<file path="config.mk">
export PLATFORM = sky130hd
export DESIGN_NAME = longest_prefix_match_lookup_unit
export DESIGN_NICKNAME = d
export VERILOG_FILES = /design/src/hdl/lpm_pkg.sv /design/src/hdl/lpm_table.sv /design/src/hdl/longest_prefix_match_lookup_unit.sv
export SDC_FILE = /design/constraint.sdc
export NUM_CORES = 1
export LEC_CHECK = 0
export BUFFER_PORTS_ARGS = -buffer_cell sky130_fd_sc_hd__buf_4
export CAP_MARGIN = 30
export CORE_ASPECT_RATIO = 1.75
export CORE_MARGIN = 2
export CORE_UTILIZATION = 61
export CTS_CLUSTER_SIZE = 20
export DETAILED_ROUTE_END_ITERATION = 7
export HOLD_SLACK_MARGIN = 0.02
export PLACE_DENSITY = 0.79
export REMOVE_ABC_BUFFERS = 1
export SYNTH_ARGS = -nofsm -noshare
export SYNTH_HDL_FRONTEND = slang
export SYNTH_SLANG_ARGS = --single-unit
</file>
<file path="constraint.sdc">
create_clock -name clk_i -period 5.43 [get_ports clk_i]
set_input_delay 0.543 -clock clk_i [delete_from_list [all_inputs] [get_ports clk_i]]
set_output_delay 0.543 -clock clk_i [all_outputs]
set_load 0.005 [all_outputs]
</file>
<file path="src/hdl/lpm_pkg.sv">
package lpm_pkg;

  // Default table geometry
  localparam int TABLE_ENTRIES_DEF = 16;
  localparam int PORT_BITS_DEF     = 4;

  // Field widths of the stream beats
  localparam int INDEX_W   = 4;
  localparam int PORT_W    = 4;
  localparam int WORD_W    = 32;

  // Input tdata layout, lowest bit first
  localparam int IN_IDX_LSB   = 0;
  localparam int IN_VALID_LSB = IN_IDX_LSB + INDEX_W;
  localparam int IN_DEST_LSB  = IN_VALID_LSB + 1;
  localparam int IN_MASK_LSB  = IN_DEST_LSB + WORD_W;
  localparam int IN_PORT_LSB  = IN_MASK_LSB + WORD_W;
  localparam int IN_ADDR_LSB  = IN_PORT_LSB + PORT_W;
  localparam int IN_USED_W    = IN_ADDR_LSB + WORD_W;
  localparam int IN_DATA_W    = ((IN_USED_W + 7) / 8) * 8;

  // Output tdata layout, lowest bit first
  localparam int OUT_HIT_LSB  = 0;
  localparam int OUT_IDX_LSB  = OUT_HIT_LSB + 1;
  localparam int OUT_PORT_LSB = OUT_IDX_LSB + INDEX_W;
  localparam int OUT_MASK_LSB = OUT_PORT_LSB + PORT_W;
  localparam int OUT_USED_W   = OUT_MASK_LSB + WORD_W;
  localparam int OUT_DATA_W   = ((OUT_USED_W + 7) / 8) * 8;

  // Command codes carried in the input tuser
  localparam logic CMD_WRITE  = 1'b0;
  localparam logic CMD_LOOKUP = 1'b1;

endpackage

</file>
<file path="src/hdl/lpm_table.sv">
module lpm_table #(
  parameter int ENTRIES = 16,
  parameter int DATA_W  = 69
) (
  input  logic                       clk_i,
  input  logic                       we_i,
  input  logic [$clog2(ENTRIES)-1:0] waddr_i,
  input  logic [DATA_W-1:0]          wdata_i,
  input  logic [$clog2(ENTRIES)-1:0] raddr_i,
  output logic [DATA_W-1:0]          rdata_o
);

  logic [DATA_W-1:0] mem_q [ENTRIES];

  always_ff @(posedge clk_i) begin
    if (we_i) begin
      mem_q[waddr_i] <= wdata_i;
    end
  end

  always_ff @(posedge clk_i) begin
    rdata_o <= mem_q[raddr_i];
  end

endmodule

</file>
<file path="src/hdl/longest_prefix_match_lookup_unit.sv">
// IPv4 longest-prefix-match route table. A beat with tuser at the write code
// stores or clears one route (a slot at or above TABLE_ENTRIES is ignored but
// still acknowledged); a beat with tuser at the lookup code scans the table
// one route per cycle through a single compare unit and returns the valid
// match with the largest mask, lowest index on a tie. Every input beat gives
// exactly one output beat. A write goes from acceptance straight to S_DONE;
// a lookup passes through S_SCAN, where the single read port of the route
// memory is read once per entry, and then S_DONE. The input is not ready
// while an item is in flight. After reset the block clears the valid flags
// of every entry in the route memory before it takes its first input beat.
module longest_prefix_match_lookup_unit
  import lpm_pkg::*;
#(
  parameter int TABLE_ENTRIES = lpm_pkg::TABLE_ENTRIES_DEF,
  parameter int PORT_BITS     = lpm_pkg::PORT_BITS_DEF
) (
  input  logic                             clk_i,
  input  logic                             rst_ni,
  input  logic                             s_axis_tvalid,
  output logic                             s_axis_tready,
  // entry_index, entry_valid, entry_dest, entry_mask, entry_port, lookup_addr
  input  logic [lpm_pkg::IN_DATA_W-1:0]    s_axis_tdata,
  // command
  input  logic                             s_axis_tuser,
  output logic                             m_axis_tvalid,
  input  logic                             m_axis_tready,
  // hit, match_index, out_port, match_mask
  output logic [lpm_pkg::OUT_DATA_W-1:0]   m_axis_tdata,
  // write_done
  output logic                             m_axis_tuser
);

  localparam int IDX_W   = $clog2(TABLE_ENTRIES);
  localparam int CNT_W   = $clog2(TABLE_ENTRIES + 1);
  localparam int ENTRY_W = 2 * WORD_W + PORT_BITS + 1;

  typedef enum logic [3:0] {
    S_CLEAR = 4'b0001,
    S_IDLE  = 4'b0010,
    S_SCAN  = 4'b0100,
    S_DONE  = 4'b1000
  } state_e;

  state_e state_q, state_d;

  logic [CNT_W-1:0]      cnt_q, cnt_d;
  logic                  rd_vld_q, rd_vld_d;
  logic [IDX_W-1:0]      rd_idx_q, rd_idx_d;
  logic [WORD_W-1:0]     lk_addr_q, lk_addr_d;
  logic                  found_q, found_d;
  logic                  wr_q, wr_d;
  logic [IDX_W-1:0]      best_idx_q, best_idx_d;
  logic [WORD_W-1:0]     best_mask_q, best_mask_d;
  logic [PORT_BITS-1:0]  best_port_q, best_port_d;

  logic                  m_valid_q, m_valid_d;
  logic [OUT_DATA_W-1:0] m_data_q, m_data_d;
  logic                  m_user_q, m_user_d;

  // Input field view
  logic [INDEX_W-1:0] in_idx;
  logic               in_valid;
  logic [WORD_W-1:0]  in_dest;
  logic [WORD_W-1:0]  in_mask;
  logic [PORT_W-1:0]  in_port;
  logic [WORD_W-1:0]  in_addr;

  assign in_idx   = s_axis_tdata[IN_IDX_LSB +: INDEX_W];
  assign in_valid = s_axis_tdata[IN_VALID_LSB];
  assign in_dest  = s_axis_tdata[IN_DEST_LSB +: WORD_W];
  assign in_mask  = s_axis_tdata[IN_MASK_LSB +: WORD_W];
  assign in_port  = s_axis_tdata[IN_PORT_LSB +: PORT_W];
  assign in_addr  = s_axis_tdata[IN_ADDR_LSB +: WORD_W];

  logic [IDX_W+INDEX_W-1:0]    in_idx_ext;
  logic [PORT_BITS+PORT_W-1:0] in_port_ext;
  logic                        in_range;

  assign in_idx_ext  = {{IDX_W{1'b0}}, in_idx};
  assign in_port_ext = {{PORT_BITS{1'b0}}, in_port};
  assign in_range    = (32'(in_idx) < 32'(TABLE_ENTRIES));

  // Route memory
  logic               mem_we;
  logic [IDX_W-1:0]   mem_waddr;
  logic [ENTRY_W-1:0] mem_wdata;
  logic [IDX_W-1:0]   mem_raddr;
  logic [ENTRY_W-1:0] mem_rdata;

  lpm_table #(
    .ENTRIES(TABLE_ENTRIES),
    .DATA_W (ENTRY_W)
  ) u_table (
    .clk_i  (clk_i),
    .we_i   (mem_we),
    .waddr_i(mem_waddr),
    .wdata_i(mem_wdata),
    .raddr_i(mem_raddr),
    .rdata_o(mem_rdata)
  );

  logic [WORD_W-1:0]    r_dest;
  logic [WORD_W-1:0]    r_mask;
  logic [PORT_BITS-1:0] r_port;
  logic                 r_valid;

  assign r_dest  = mem_rdata[0 +: WORD_W];
  assign r_mask  = mem_rdata[WORD_W +: WORD_W];
  assign r_port  = mem_rdata[2*WORD_W +: PORT_BITS];
  assign r_valid = mem_rdata[ENTRY_W-1];

  // Shared compare unit: match test and mask ranking for one entry
  logic r_match;
  logic r_better;

  assign r_match  = r_valid && (((lk_addr_q ^ r_dest) & r_mask) == '0);
  assign r_better = !found_q || (r_mask > best_mask_q);

  assign mem_raddr = cnt_q[IDX_W-1:0];

  logic out_free;
  assign out_free      = !m_valid_q || m_axis_tready;
  assign s_axis_tready = (state_q == S_IDLE);

  logic [IDX_W+INDEX_W-1:0]    best_idx_ext;
  logic [PORT_BITS+PORT_W-1:0] best_port_ext;

  assign best_idx_ext  = {{INDEX_W{1'b0}}, best_idx_q};
  assign best_port_ext = {{PORT_W{1'b0}}, best_port_q};

  always_comb begin
    state_d     = state_q;
    cnt_d       = cnt_q;
    rd_vld_d    = 1'b0;
    rd_idx_d    = rd_idx_q;
    lk_addr_d   = lk_addr_q;
    found_d     = found_q;
    wr_d        = wr_q;
    best_idx_d  = best_idx_q;
    best_mask_d = best_mask_q;
    best_port_d = best_port_q;
    m_valid_d   = m_valid_q && !m_axis_tready;
    m_data_d    = m_data_q;
    m_user_d    = m_user_q;
    mem_we      = 1'b0;
    mem_waddr   = cnt_q[IDX_W-1:0];
    mem_wdata   = '0;

    unique case (state_q)
      S_CLEAR: begin
        mem_we = 1'b1;
        if (cnt_q == CNT_W'(TABLE_ENTRIES - 1)) begin
          cnt_d   = '0;
          state_d = S_IDLE;
        end else begin
          cnt_d = cnt_q + 1'b1;
        end
      end
      S_IDLE: begin
        if (s_axis_tvalid) begin
          found_d = 1'b0;
          cnt_d   = '0;
          if (s_axis_tuser == CMD_WRITE) begin
            mem_we    = in_range;
            mem_waddr = in_idx_ext[IDX_W-1:0];
            mem_wdata = {in_valid, in_port_ext[PORT_BITS-1:0], in_mask, in_dest};
            wr_d      = 1'b1;
            state_d   = S_DONE;
          end else begin
            lk_addr_d = in_addr;
            wr_d      = 1'b0;
            state_d   = S_SCAN;
          end
        end
      end
      S_SCAN: begin
        // issue one read per cycle; the compare runs in the cycle after each read
        if (cnt_q != CNT_W'(TABLE_ENTRIES)) begin
          rd_vld_d = 1'b1;
          rd_idx_d = cnt_q[IDX_W-1:0];
          cnt_d    = cnt_q + 1'b1;
        end else if (!rd_vld_q) begin
          state_d = S_DONE;
        end
        if (rd_vld_q && r_match && r_better) begin
          found_d     = 1'b1;
          best_idx_d  = rd_idx_q;
          best_mask_d = r_mask;
          best_port_d = r_port;
        end
      end
      S_DONE: begin
        if (out_free) begin
          m_valid_d = 1'b1;
          m_user_d  = wr_q;
          m_data_d  = '0;
          if (found_q) begin
            m_data_d[OUT_HIT_LSB]              = 1'b1;
            m_data_d[OUT_IDX_LSB +: INDEX_W]   = best_idx_ext[INDEX_W-1:0];
            m_data_d[OUT_PORT_LSB +: PORT_W]   = best_port_ext[PORT_W-1:0];
            m_data_d[OUT_MASK_LSB +: WORD_W]   = best_mask_q;
          end
          state_d = S_IDLE;
        end
      end
      default: state_d = S_IDLE;
    endcase
  end

  always_ff @(posedge clk_i or negedge rst_ni) begin
    if (!rst_ni) begin
      state_q   <= S_CLEAR;
      cnt_q     <= '0;
      rd_vld_q  <= 1'b0;
      found_q   <= 1'b0;
      wr_q      <= 1'b0;
      m_valid_q <= 1'b0;
    end else begin
      state_q   <= state_d;
      cnt_q     <= cnt_d;
      rd_vld_q  <= rd_vld_d;
      found_q   <= found_d;
      wr_q      <= wr_d;
      m_valid_q <= m_valid_d;
    end
  end

  always_ff @(posedge clk_i) begin
    rd_idx_q    <= rd_idx_d;
    lk_addr_q   <= lk_addr_d;
    best_idx_q  <= best_idx_d;
    best_mask_q <= best_mask_d;
    best_port_q <= best_port_d;
    m_data_q    <= m_data_d;
    m_user_q    <= m_user_d;
  end

  assign m_axis_tvalid = m_valid_q;
  assign m_axis_tdata  = m_data_q;
  assign m_axis_tuser  = m_user_q;

endmodule

</file>
==> After elaboration in Yosys (flattened, before gate mapping) <==
Memory sizes are Yosys's and may differ from the RTL's. A register that Yosys moved wholly into a read port is not among the register bits.
Cells that the tools add are included.
{ "classes": {"addsub": 1, "n_lt_le_gt_ge": 1, "eq_ne": 13, "n_mux": 30, "bitwise_logic": 2, "n_reduce_logical": 20} }
{ "ops": {"columns": ["operator", "n"], "rows": [
  ["2-to-1 mux 69 bit", 3],
  ["2-to-1 mux 4 bit", 9],
  ["AND 32 bit", 1],
  ["greater-than comparator 32 bit", 1],
  ["zero test 32 bit", 1],
  ["XOR 32 bit", 1],
  ["case mux 4 bit (4 select lines)", 1],
  ["2-to-1 mux 5 bit", 3],
  ["case mux 5 bit (3 select lines)", 1],
  ["inequality test 2 bit, second input constant", 7],
  ["2-to-1 mux 1 bit", 11],
  ["AND reduction 3 bit", 3],
  ["AND reduction 2 bit", 4],
  ["adder 5 x 1 -> 5 bit, second input constant", 1],
  ["equality test 5 x 4 -> 1 bit, second input constant", 1],
  ["inequality test 5 bit, second input constant", 1],
  ["AND reduction 5 bit", 1],
  ["equality test 4 x 1 -> 1 bit, second input constant", 1],
  ["equality test 4 x 2 -> 1 bit, second input constant", 1],
  ["equality test 4 x 3 -> 1 bit, second input constant", 1],
  ["equality test 4 bit, second input constant", 1],
  ["logical AND 1 bit", 4],
  ["case mux 1 bit (2 select lines)", 2],
  ["zero test 1 bit", 3],
  ["other kinds (3)", 4]
]} }
{ "word_totals": {"regBits": 131, "ram_bits": 1104, "inputBits": 117, "out_inout_bits": 51, "wordCells": 82, "mem_count": 1} }
{ "memory_table": {"columns": ["memory", "words", "width", "rd", "rd_ports_with_merged_regs", "wr", "line", "text"], "rows": [
  ["u_table.mem_q", 16, 69, 1, 1, 1, "lpm_table.sv:13", "logic [DATA_W-1:0] mem_q [ENTRIES];"]
]} }

==> Depth between registers and ports, before layout <==
Gate-level depths: netlist (run 1).
{ "depth": {"word_depth": 8, "mapped_depth": 10, "mapped_depth_nobuf": 8} }

==> Modules after synthesis <==
From an unflattened synthesis (run 1), not the netlist that was laid out.
{ "hier_totals": {"hier_cells": 2274, "hier_area_um2": 49017.0} }
{ "by_module_without_submodules": {"columns": ["mod", "n_inst", "cells_per_inst", "area_per_inst_um2", "seq_area_each_um2"], "rows": [
  ["lpm_table", 1, 1776, 42709.7, 34533.1],
  ["longest_prefix_match_lookup_unit", 1, 498, 6307.3, 3870.0]
]} }

==> Worst setup path after synthesis (run 1) <==
OpenSTA, ideal clock, no wires.
{ "synth_path": {"path_type": "reg2reg", "start": "reg state_q[2]", "end": "mem u_table.mem_q[11][0], enable pin", "setup_time_ns": 0.497, "arrival_time_ns": 4.513, "required_ns": 4.933, "path_slack_ns": 0.420, "stages_incl_launch_ff": 8, "path_buffers": 1, "synth_period_minus_slack_ns": 5.010, "path_cell_list": "dfrtp_1 -> nor4b_4 -> nand2_4 -> or2_0 -> buf_6 -> nor3b_2 -> a31oi_2 -> nor2_1"} }
{ "synth_via": {"elab_chain_cells": 4, "word_cells_on_any_way": 6, "classes_between": "eq/ne (2); mux (4)"} }
{ "synth_lines": {"columns": ["element", "line", "text"], "rows": [
  ["start: declaration", "longest_prefix_match_lookup_unit.sv:44", "state_e state_q, state_d;"],
  ["start signal: assignment", "longest_prefix_match_lookup_unit.sv:219", "state_q <= state_d;"],
  ["equality test 4 x 2 -> 1 bit *", null, null],
  ["via s_axis_tready", "longest_prefix_match_lookup_unit.sv:20", "output logic s_axis_tready,"],
  ["case mux 1 bit (2 select lines)", "longest_prefix_match_lookup_unit.sv:149", "unique case (state_q)"],
  ["2-to-1 mux 1 bit", "lpm_table.sv:16", "if (we_i) begin"],
  ["2-to-1 mux 1 bit (not written as such)", "lpm_table.sv:17", "mem_q[waddr_i] <= wdata_i;"],
  ["end: declaration", "lpm_table.sv:13", null]
]} }
Mark *: on every way through the listed nets, which the timed path passes. The rest lies on a longest branch.

==> Worst setup path after layout (run 1) <==
{ "layout_path": {"start": "reg state_q[2]", "end": "mem u_table.mem_q[2][26], enable pin"} }
{ "layout_via": {"elab_chain_cells": 4, "word_cells_on_any_way": 6, "classes_between": "eq/ne (2); mux (4)"} }
{ "layout_lines": {"columns": ["element", "line"], "rows": [
  ["equality test 4 x 2 -> 1 bit / equality test 4 x 1 -> 1 bit (equally long branches)", "longest_prefix_match_lookup_unit.sv:149"],
  ["case mux 1 bit (2 select lines)", "longest_prefix_match_lookup_unit.sv:149"],
  ["2-to-1 mux 1 bit", "lpm_table.sv:16"],
  ["2-to-1 mux 1 bit (not written as such)", "lpm_table.sv:17"]
]} }
Several ways; a longest one is shown, not always the timed one.

==> flow_metrics.tcl, run 1 <==
set metrics [dict create \
    final-setup-viol-count 0 \
    avgRoutedWirePerCell_um 32.5 \
    report.final.hold_viol_count 0 \
    worst_pin_slew_ns 1.06 \
    n_antenna_cell 0 \
    synth_seq_cells 1304 \
    cp_slowest_cell "nor2_4" \
    syn_avg_cell_area_um2 23.2 \
    critPathMaxFanout 55 \
    p_comb_share_pct 19.5 \
    io_buffer_count 153 \
    ys.flop_type "edfxtp_1" \
    track_usage_pct 28.0 \
    totalWireLength_um 114000 \
    setup.worst_path.class "flip-flop to flip-flop" \
    h-tree-depth 3 \
    critPathMaxStageDelay_ns 0.74 \
    place_ws_ns 1.80 \
    cp-start-kind "flip-flop" \
    cts_resized 0 \
    cp_num_buf_inv 1 \
    p_per_area_nw_per_um2 446 \
    skew_ns 0.0234 \
    gr-total-overflow 0 \
    die_y_um 379 \
    dieArea_um2 82900 \
    syn_inst 2115 \
    cts_buffer_depth 3 \
    p_int_uw 18500 \
    grt_pass1_vias 24400 \
    gp_congestion 0.852 \
    period_needed_ns 3.78 \
    slew-limit-headroom_pct 29.1 \
    cts_buffers 105 \
    slew_violations 0 \
    initial_core_util_pct 61.6 \
    required_ns 5.76 \
    drive_above_1_share_pct 30.7 \
    clock_latency_ns 0.70 \
    max-cap-violations 0 \
    drt_first_pass_iters 5 \
    path_cells "nor4b_4 -> nand2_4 -> or2_0 -> nor3_1 -> a21oi_1 -> nor2_4 -> buf_12" \
    period_share_pct 69.6 \
    cts.clk_slew.worst_paths_ns 0.07 \
    end_kind "flip-flop" \
    place_area_um2 51800 \
    final_nets 2516 \
    p_seq_share_pct 49.3 \
    hold_slack_ns 0.0571 \
    ant_nets 0 \
    area_delta_synth_final_pct 13.3 \
    ys_types 59 \
    max_freq_mhz 265 \
    synth-seq-area-share_pct 78.2 \
    final_core_util_pct 69.8 \
    cts-root-buf "clkbuf_16" \
    vdd_drop_max_mv 0.334 \
    switching_share_pct 25.6 \
    yosysTopAreaCell "edfxtp_1" \
    worstHoldPathType "input pin to flip-flop" \
    yosys_warnings 0 \
    layout_setup_ws_ns 1.65 \
    pin_count 168 \
    synth_area_leaders "edfxtp_1, mux4_2, dfxtp_1, and2_1, ha_1" \
    power.share.clock_pct 31.2 \
    cts.sinks 1304 \
    syn_area_um2 49100 \
    core-area_um2 79700 \
    rsz0062_at_grt "false" \
    async_flop_share_pct 0.997 \
    grt_first_pass_wirelength_um 163000 \
    status "finished, final reports clean" \
    drtIter0Drc 2827 \
    cts_tree "yes" \
    dpl.hpwl_um 58100 \
    fin_area_um2 55600 \
    arrival_ns 4.10 \
    synth_edf_count 1222 \
    vias 23100 \
    power_leakage_uw 0.0182 \
    vias_per_cell 6.62 \
    die_w_um 218 \
    crit_family "simple AND/OR/NAND/NOR gates" \
    antenna_found_initial 5 \
    synth_top_area_share_pct 74.7 \
    num_rows 137 \
    p_switching_uw 6350 \
    grt_max_degree 149 \
    drc 0 \
]
final cells by class:
type	instances	area [um2]
Fill cell	4434	24100
Clock buffer	140	2920
Tap cell	1042	1300
Timing Repair Buffer	232	2020
Inverter	42	163
Multi-Input combinational cell	678	10200
Sequential cell	1304	38400
Clock inverter	56	569
worst paths after layout:
| check | end | from | slack, ns | cells after the start |
|---|---|---|---|---|
| worst min register to register | best_port_q[0] | u_table.rdata_o[64] | 0.41 | 0 |
| worst max register to register | u_table.mem_q[2][26] | state_q[2] | 1.65 | 7 |
| min in group asynchronous | rd_vld_q | rst_ni | 0.27 | 2 |
| max in group asynchronous | state_q[0] | rst_ni | 4.90 | 2 |
| worst min-delay path | lk_addr_q[12] | s_axis_tdata[85] | 0.06 | 1 |
| worst max-delay path | u_table.mem_q[2][26] | state_q[2] | 1.65 | 7 |
per-layer routing:
| layer | track usage (%) | vias to the layer above | routed length (um) |
|---|---|---|---|
| li1 | - | 9276 | - |
| met1 | 35.4 | 12200 | 38800 |
| met2 | 48.1 | 1386 | 60300 |
| met3 | 5.13 | 272 | 9720 |
| met4 | 11.5 | 8 | 4790 |
| met5 | 0 | - | 49 |
kinds of logic after synthesis:
group | synth area share (%)
DFF | 78.2
xor gates and xnor gates | 0.606
muxes | 15.8
buffers and inverters | 1.32
AOI/OAI and AO/OA | 0.854
other | 0.00764
adders and majority gates | 0.917
and+or+nand+nor | 2.25
cell usage in the layout, fill, tap and decap left out, types with 10 or more instances in the layout:
master / instances
nand4_1: 12
buf_4: 188
dfxtp_1: 69
clkbuf_8: 12
clkinv_2: 28
clkbuf_16: 107
a22oi_1: 11
nor2_4: 17
edfxtp_1: 1222
and2_1: 78
nor2_1: 41
a21oi_1: 13
mux4_2: 345
bufinv_16: 10
dlygate4sd3_1: 29
nand2_1: 12
clkbuf_1: 21
ha_1: 36
buf_12: 12
xor2_1: 32
inv_1: 40
sequential cells by signal, summed over array words and instances (netlist names), 4 cells and up:
name and count:
best_mask_q 32, u_table.rdata_o 69, best_idx_q 4, best_port_q 4, state_q 4, u_table.mem_q 1104, lk_addr_q 32, cnt_q 5
m_axis_tdata 41, rd_idx_q 4
synthesized netlist by cell type (2+ instances only):
master	n
nand4_1	12
xor2_1	32
nand2_1	12
buf_2	24
edfxtp_1	1222
a31oi_2	2
dfxtp_1	69
dfrtp_1	12
and2_1	78
o211ai_1	2
clkbuf_1	41
nor3b_2	2
nor2_1	57
and3_1	2
xnor2_1	2
ha_1	36
a22o_1	3
o21ai_0	9
nor2b_1	4
buf_4	16
a211oi_1	2
a21oi_1	14
nor4_1	3
mux4_2	345
nor3_1	8
buf_1	11
a22oi_1	11
a31oi_1	2
nand3_1	3
a21o_1	4
nor4b_4	2
inv_1	40
a221oi_1	3
buf_6	5
power by group through the flow:
| stage | sequential [uW] | combinational, uW | clock [uW] |
|---|---|---|---|
| after floorplan | 12500 | 3350 | 0 |
| after global placement | 12500 | 4550 | 0 |
| after detailed placement | 12500 | 4700 | 0 |
| after CTS | 12300 | 4790 | 7810 |
| after global routing | 12300 | 5160 | 8140 |
| final | 12200 | 4850 | 7740 |
metrics by stage:
| stage | instances | power, uW | setup TNS, ns |
|---|---|---|---|
| after floorplan | 2024 | 15800 | -9309.69 |
| after global placement | 3266 | 17000 | 0 |
| after detailed placement | 3267 | 17200 | 0 |
| after CTS | 3492 | 24900 | 0 |
| after global routing | 3494 | 25600 | 0 |
| final | 3494 | 24800 | 0 |
repair_timing:
| action | CTS | global route |
|---|---|---|
| setup buffers | 0 | 0 |
| hold buffers | 29 | 0 |
| hold endpoints to repair | 41 | 0 |
(Power assumes the default switching activity.)
==> run 2: changes to the inputs <==
CORE_UTILIZATION = 55   (was 61)
PLACE_DENSITY = 0.75   (was 0.79)
clock period = 3.3 ns   (was 5.43 ns; I/O delays follow)
==> run 2 against run 1 <==
Compared with the run above:
- sequential share of layout area shrank 1.2 points
- global-route usage down 3.4 points
- first-iteration DRC count is 7.3% lower
- maximum frequency rose by 24%
- design area rose by 1.7%
- largest cell class unchanged
==> flow_metrics.tcl, run 2 (synthesis results as in run 1) <==
set metrics [dict create \
    final-setup-viol-count 0 \
    cp_slowest_cell "a221oi_1" \
    antenna_found_initial 2 \
    cp_num_buf_inv 1 \
    cts.sinks 1304 \
    largest_reg_flops 1104 \
    worst-r2r-cell-count 7 \
    max-cap-violations 0 \
    hold_depth 4 \
    period_share_pct 92.5 \
    ant_nets 0 \
    top_layer "met4" \
    vdd_drop_max_mv 0.505 \
    dieArea_um2 91800 \
    n_antenna_cell 0 \
    io_buffer_count 153 \
    final_cell_mix "edfxtp_1, mux4_2, buf_4" \
    top_register "u_table.mem_q" \
    final_nets 2549 \
    cp-start-kind "flip-flop" \
    drive_above_1_share_pct 31.0 \
    arrival_ns 3.44 \
    drc 0 \
    num_rows 145 \
    gp_congestion 0.837 \
    period_needed_ns 3.05 \
    p_int_uw 30800 \
    p_comb_share_pct 19.9 \
    drt_first_pass_iters 7 \
    slew-limit-headroom_pct 33.7 \
    cts_resized 0 \
    totalWireLength_um 111000 \
    gr-total-overflow 0 \
    wl_met3_um 9150 \
    cts_tree "yes" \
    r2r-end "best_mask_q[1]" \
    worst_pin_slew_ns 0.990 \
    core-area_um2 88900 \
    cts_buffer_depth 3 \
    critPathMaxStageDelay_ns 0.65 \
    hold_start "s_axis_tuser" \
    vias 22800 \
    h-tree-depth 3 \
    p_per_area_nw_per_um2 729 \
    layout.cells.most_common "edfxtp_1" \
    rsz0062_at_grt "false" \
    clock_latency_ns 0.70 \
    path_cells "xor2_1 -> a22o_1 -> a221oi_1 -> nand4_1 -> or4_1 -> a221oi_4 -> buf_4" \
    power.total_uw 41200 \
    cts_buffers 106 \
    switching_share_pct 25.3 \
    area_delta_synth_final_pct 15.2 \
    report.final.hold_viol_count 0 \
    max_freq_mhz 328 \
    grt_max_degree 120 \
    dpl.hpwl_um 59700 \
    fillers 5697 \
    skew_ns 0.0219 \
    vias_per_cell 6.22 \
    crit_family "compound AO/OA/AOI/OAI gates" \
    min_to "state_q[3]" \
    p_switching_uw 10400 \
    finalSetupTns_ns 0 \
    die_w_um 230 \
    setup.worst_path.class "flip-flop to flip-flop" \
    avgRoutedWirePerCell_um 30.3 \
    power.share.clock_pct 31.6 \
    cts.clk_slew.worst_paths_ns 0.07 \
    wl_met1_um 40500 \
    power_leakage_uw 0.0184 \
    required_ns 3.68 \
    pin_count 168 \
    initial_core_util_pct 55.2 \
    status "finished, final reports clean" \
    p_seq_share_pct 48.6 \
    worstHoldPathType "input pin to flip-flop" \
    die_y_um 399 \
    timing.rr.start "lk_addr_q[21]" \
    track_usage_pct 24.6 \
    end_kind "flip-flop" \
    slew_violations 0 \
    drtIter0Drc 2620 \
    grt_pass1_vias 23900 \
    grt_first_pass_wirelength_um 161000 \
    critPathMaxFanout 16 \
    met2_length_um 57500 \
    r2r_slack_ns 0.25 \
    cts-root-buf "clkbuf_16" \
]
run 2: cell count changes in the layout (fill, tap and decap cells not counted), sizes merged:
cell | before | now
clkbuf | 140 | 138
bufinv | 10 | 13
clkinvlp | 3 | 9
inv | 47 | 46
clkinv | 38 | 35
dlygate4sd3 | 29 | 36
buf | 203 | 228
run 2: layer usage:
layer / vias up / track usage [%]
li1: 9372 / -
met1: 12000 / 32.0
met2: 1198 / 41.6
met3: 196 / 4.93
met4: 0 / 9.07
met5: - / 0
run 2: tightest hold or removal path: stages:
cell	delay, ns
buf_4	0.13
nor2b_1	0.06
o21ai_0	0.13
o21ai_0	0.07
run 2: worst max-delay path by stage:
stage                                   start  slack, ns                  end  cells after the start
after floorplan                      cnt_q[0]     -11.66  u_table.mem_q[1][0]                      3
after global placement    u_table.rdata_o[61]       0.38       best_mask_q[4]                      8
final                           lk_addr_q[21]       0.25       best_mask_q[1]                      7
after detailed placement  u_table.rdata_o[61]       0.35       best_mask_q[4]                      8
after CTS                 u_table.rdata_o[61]       0.34       best_mask_q[1]                      8
after global routing      u_table.rdata_o[61]       0.13      best_mask_q[15]                      8
run 2: layout make-up:
| cell class | count | area, um2 | share of cell area [%] |
|---|---|---|---|
| multi-input combinational | 678 | 10200 | 18.1 |
| inverter | 42 | 163 | 0.287 |
| clock inverter | 61 | 707 | 1.25 |
| tap | 1176 | 1470 | 2.60 |
| clock buffer | 138 | 2910 | 5.13 |
| sequential | 1304 | 38400 | 67.9 |
| timing repair buffer | 264 | 2700 | 4.77 |
run 2: through the flow:
stage / cell area (um2) / std cells / util (%) / hold WS (ns) / setup slack (ns)
finish: 56600 / 3663 / 63.7 / 0.0745 / 0.247
global route: 56600 / 3663 / 63.7 / 0.0750 / 0.126
CTS: 56600 / 3663 / 63.7 / 0.0299 / 0.343
detailed placement: 52600 / 3428 / 59.2 / 0.183 / 0.353
global placement: 52600 / 3428 / 59.2 / 0.182 / 0.383
floorplan: 48600 / 2024 / - / 0.0344 / -11.66
run 2: power groups by stage:
stage	Sequential (uW)	Combinational [uW]	Clock, uW
2_1_floorplan	20200	4200	0
3_3_place_gp	20300	8010	0
3_5_place_dp	20400	8220	0
4_1_cts	20000	8330	13200
5_1_grt	20100	8750	13800
6_report	20000	8200	13000
run 2: timing repair:
action | 4_1_cts | 5_1_grt
hold endpoints to repair | 52 | 0
setup endpoints to repair | 0 | 0
hold buffers | 36 | 0
buffers inserted | 0 | 0
==> run 3: changes to the inputs <==
--- a/config.mk
+++ b/config.mk
@@ -18,3 +18,4 @@
 export SYNTH_ARGS = -nofsm -noshare
 export SYNTH_HDL_FRONTEND = slang
+export SYNTH_HIERARCHICAL = 1
 export SYNTH_SLANG_ARGS = --single-unit
==> constraint.sdc (replaced) <==
create_clock -name clk_i -period 3.3 [get_ports clk_i]
set_input_delay 0.33 -clock clk_i [delete_from_list [all_inputs] [get_ports clk_i]]
set_output_delay 0.33 -clock clk_i [all_outputs]
set_load 0.1 [all_outputs]
==> run 3 against run 2 <==
Compared with the run above:
- global-route usage is 0.58 points higher
- first-iteration DRC count is 6.6% higher
- count of clock-buffer cells in the layout is 18 higher
- combinational power is 16% higher
- setup slack worse by 0.11 ns
- synthesized area is 0.19% lower
- critical path type unchanged
- total power is 4.3% higher
==> flow_metrics.tcl, run 3 <==
set metrics [dict create \
    cts_tree "yes" \
    drc 0 \
    drtIter0Drc 2792 \
    yosysTopAreaCell "edfxtp_1" \
    period_share_pct 95.9 \
    status "finished, final reports clean" \
    setup.worst_path.class "flip-flop to flip-flop" \
    drive_above_1_share_pct 26.9 \
    report.final.hold_viol_count 0 \
    grt_pass1_vias 24900 \
    layout.cells.most_common "edfxtp_1" \
    core-area_um2 88100 \
    worst_pin_slew_ns 0.789 \
    pin_count 168 \
    async_flop_share_pct 0.997 \
    worstHoldPathType "input pin to async pin" \
    dieArea_um2 91600 \
    crit_family "simple AND/OR/NAND/NOR gates" \
    crit_path_frequent_cell "nand2_1" \
    final-setup-viol-count 0 \
    synth_edf_count 1222 \
    syn_avg_cell_area_um2 21.6 \
    n_antenna_cell 0 \
    skew_ns 0.0279 \
    max-cap-violations 0 \
    area_delta_synth_final_pct 15.1 \
    synth_top_area_share_pct 74.9 \
    arrival_ns 3.51 \
    vias 23800 \
    die_w_um 230 \
    rsz0062_at_grt "false" \
    gp_congestion 0.844 \
    ys.flop_type "edfxtp_1" \
    max_freq_mhz 316 \
    cp_num_buf_inv 3 \
    synth_seq_cells 1304 \
    synth_area_leaders "edfxtp_1, mux4_2, dfxtp_1, a22oi_1, and2_1" \
    power_leakage_uw 0.0185 \
    period_needed_ns 3.16 \
    cp_slowest_cell "dfrtp_1" \
    clock_latency_ns 0.71 \
    ant_nets 0 \
    dp_cells 3568 \
    required_ns 3.65 \
    gr-total-overflow 0 \
    largest_reg_flops 1104 \
    path_cells "nor2_1 -> nand2_1 -> inv_2 -> nand2_1 -> nor2_4 -> buf_4 -> nand2_1 -> o21ai_1 -> nand2_2 -> nor2_4 -> buf_16" \
    fin_cells 3808 \
    syn_area_um2 49000 \
    die_y_um 399 \
    cp-start-kind "flip-flop" \
    slew-limit-headroom_pct 47.4 \
    end_kind "flip-flop" \
    avgRoutedWirePerCell_um 29.7 \
    drt_first_pass_iters 6 \
    final_nets 2700 \
    cts.clk_slew.worst_paths_ns 0.07 \
    track_usage_pct 25.2 \
    yosys_warnings 6 \
    io_buffer_count 153 \
    final_cell_mix "edfxtp_1, mux4_2, buf_4" \
    num_rows 144 \
    dpl.hpwl_um 65400 \
    critPathMaxFanout 54 \
    r2r_slack_ns 0.14 \
    antenna_found_initial 0 \
    cts_buffer_depth 3 \
    synth_common_cells "edfxtp_1, mux4_2, a22oi_1, nand2_1, and2_1" \
    vias_per_cell 6.25 \
    slew_violations 0 \
    p_per_area_nw_per_um2 763 \
    grt_first_pass_wirelength_um 167000 \
    cts-root-buf "clkbuf_16" \
    syn_inst 2274 \
    totalWireLength_um 113000 \
    ys_types 56 \
    initial_core_util_pct 55.6 \
    synth-seq-area-share_pct 78.3 \
    cts_buffers 108 \
    grt_max_degree 120 \
    cts.sinks 1304 \
    finalSetupTns_ns 0 \
    synth_most_common_cell "edfxtp_1" \
    vdd_drop_max_mv 0.629 \
    post_cts_buffers 0 \
    critPathMaxStageDelay_ns 0.46 \
    h-tree-depth 3 \
    top_register "u_table/mem_q" \
]
[run 3: changes by cell type after synthesis, sizes merged, moves of 16 or more]
cell,delta
a22oi,+136
nand2,+71
mux4,-69
buf,+16
[run 3: what timing repair did]
item,CTS,global route
gates resized for setup,0,8
endpoints found under the hold margin,49,0
setup endpoints to repair,0,307
hold buffers,37,0
[run 3: final timing paths]
path / from / endpoint / cells after the start
max: state_q[2] / u_table/mem_q[15][12] / 11
min: rst_ni / state_q[0] / 2
max reg2reg: state_q[2] / u_table/mem_q[15][12] / 11
min in group clk_i: s_axis_tdata[46] / u_table/mem_q[12][41] / 2
min reg2reg: u_table/rdata_o[64] / best_port_q[0] / 0
max in group asynchronous: rst_ni / cnt_q[0] / 3
[run 3: power by group]
group          leakage, uW  total [uW]  switching [uW]  internal (uW)
clock network      0.00179       13200            5760           7460
logic              0.00475        9520            5640           3880
registers           0.0120       20300             764          19500
total               0.0185       43000           12200          30900
[run 3: kinds of logic (layout without fill, tap and decap cells)]
group                    after synthesis  count (layout)  synth area share, %
AND/OR/NAND/NOR                      269             269                 2.79
other                                  1               7              0.00765
buffers and inverters                152             512                 1.58
adder cells (fa/ha/maj)               36              36                0.919
AO/OA/AOI/OAI                        201             201                 2.98
flip-flops                          1304            1304                 78.3
multiplexers                         278             278                 12.8
XOR/XNOR                              33              33                0.620
[run 3: area by class of cell]
type                            count  area, um2
Inverter                           40        150
Timing Repair Buffer              269       2660
Multi-Input combinational cell    824      10000
Clock inverter                     47        551
Sequential cell                  1304      38400
Clock buffer                      156       3130
Tap cell                         1168       1460
Fill cell                        5523      31700
[run 3: stage by stage]
step | util, % | hold WS (ns) | setup slack [ns] | total power (uW) | area, um2
floorplan | - | 0.0344 | -11.95 | 25900 | 48400
global placement | 59.4 | 0.181 | 0.206 | 29800 | 52300
detailed placement | 59.4 | 0.189 | 0.151 | 30100 | 52300
CTS | 64.0 | 0.0622 | 0.106 | 43300 | 56400
global route | 64.0 | 0.0808 | 0.0207 | 44400 | 56400
finish | 64.0 | 0.105 | 0.135 | 43000 | 56400
[run 3: worst register-to-register path, delay by kind of cell (launching register included)]
family	cells	cell delay [ns]
AOI/OAI and AO/OA	1	0.31
buffers and inverters	3	0.69
DFF	1	0.46
and+or+nand+nor	7	1.27
[run 3: layer usage]
layer | up-vias | track usage, % | share of wire, %
li1 | 9889 | - | -
met1 | 12500 | 32.7 | 37
met2 | 1230 | 43.5 | 52
met3 | 193 | 3.70 | 7.8
met4 | 0 | 9.60 | 3.4
met5 | - | 0 | 0
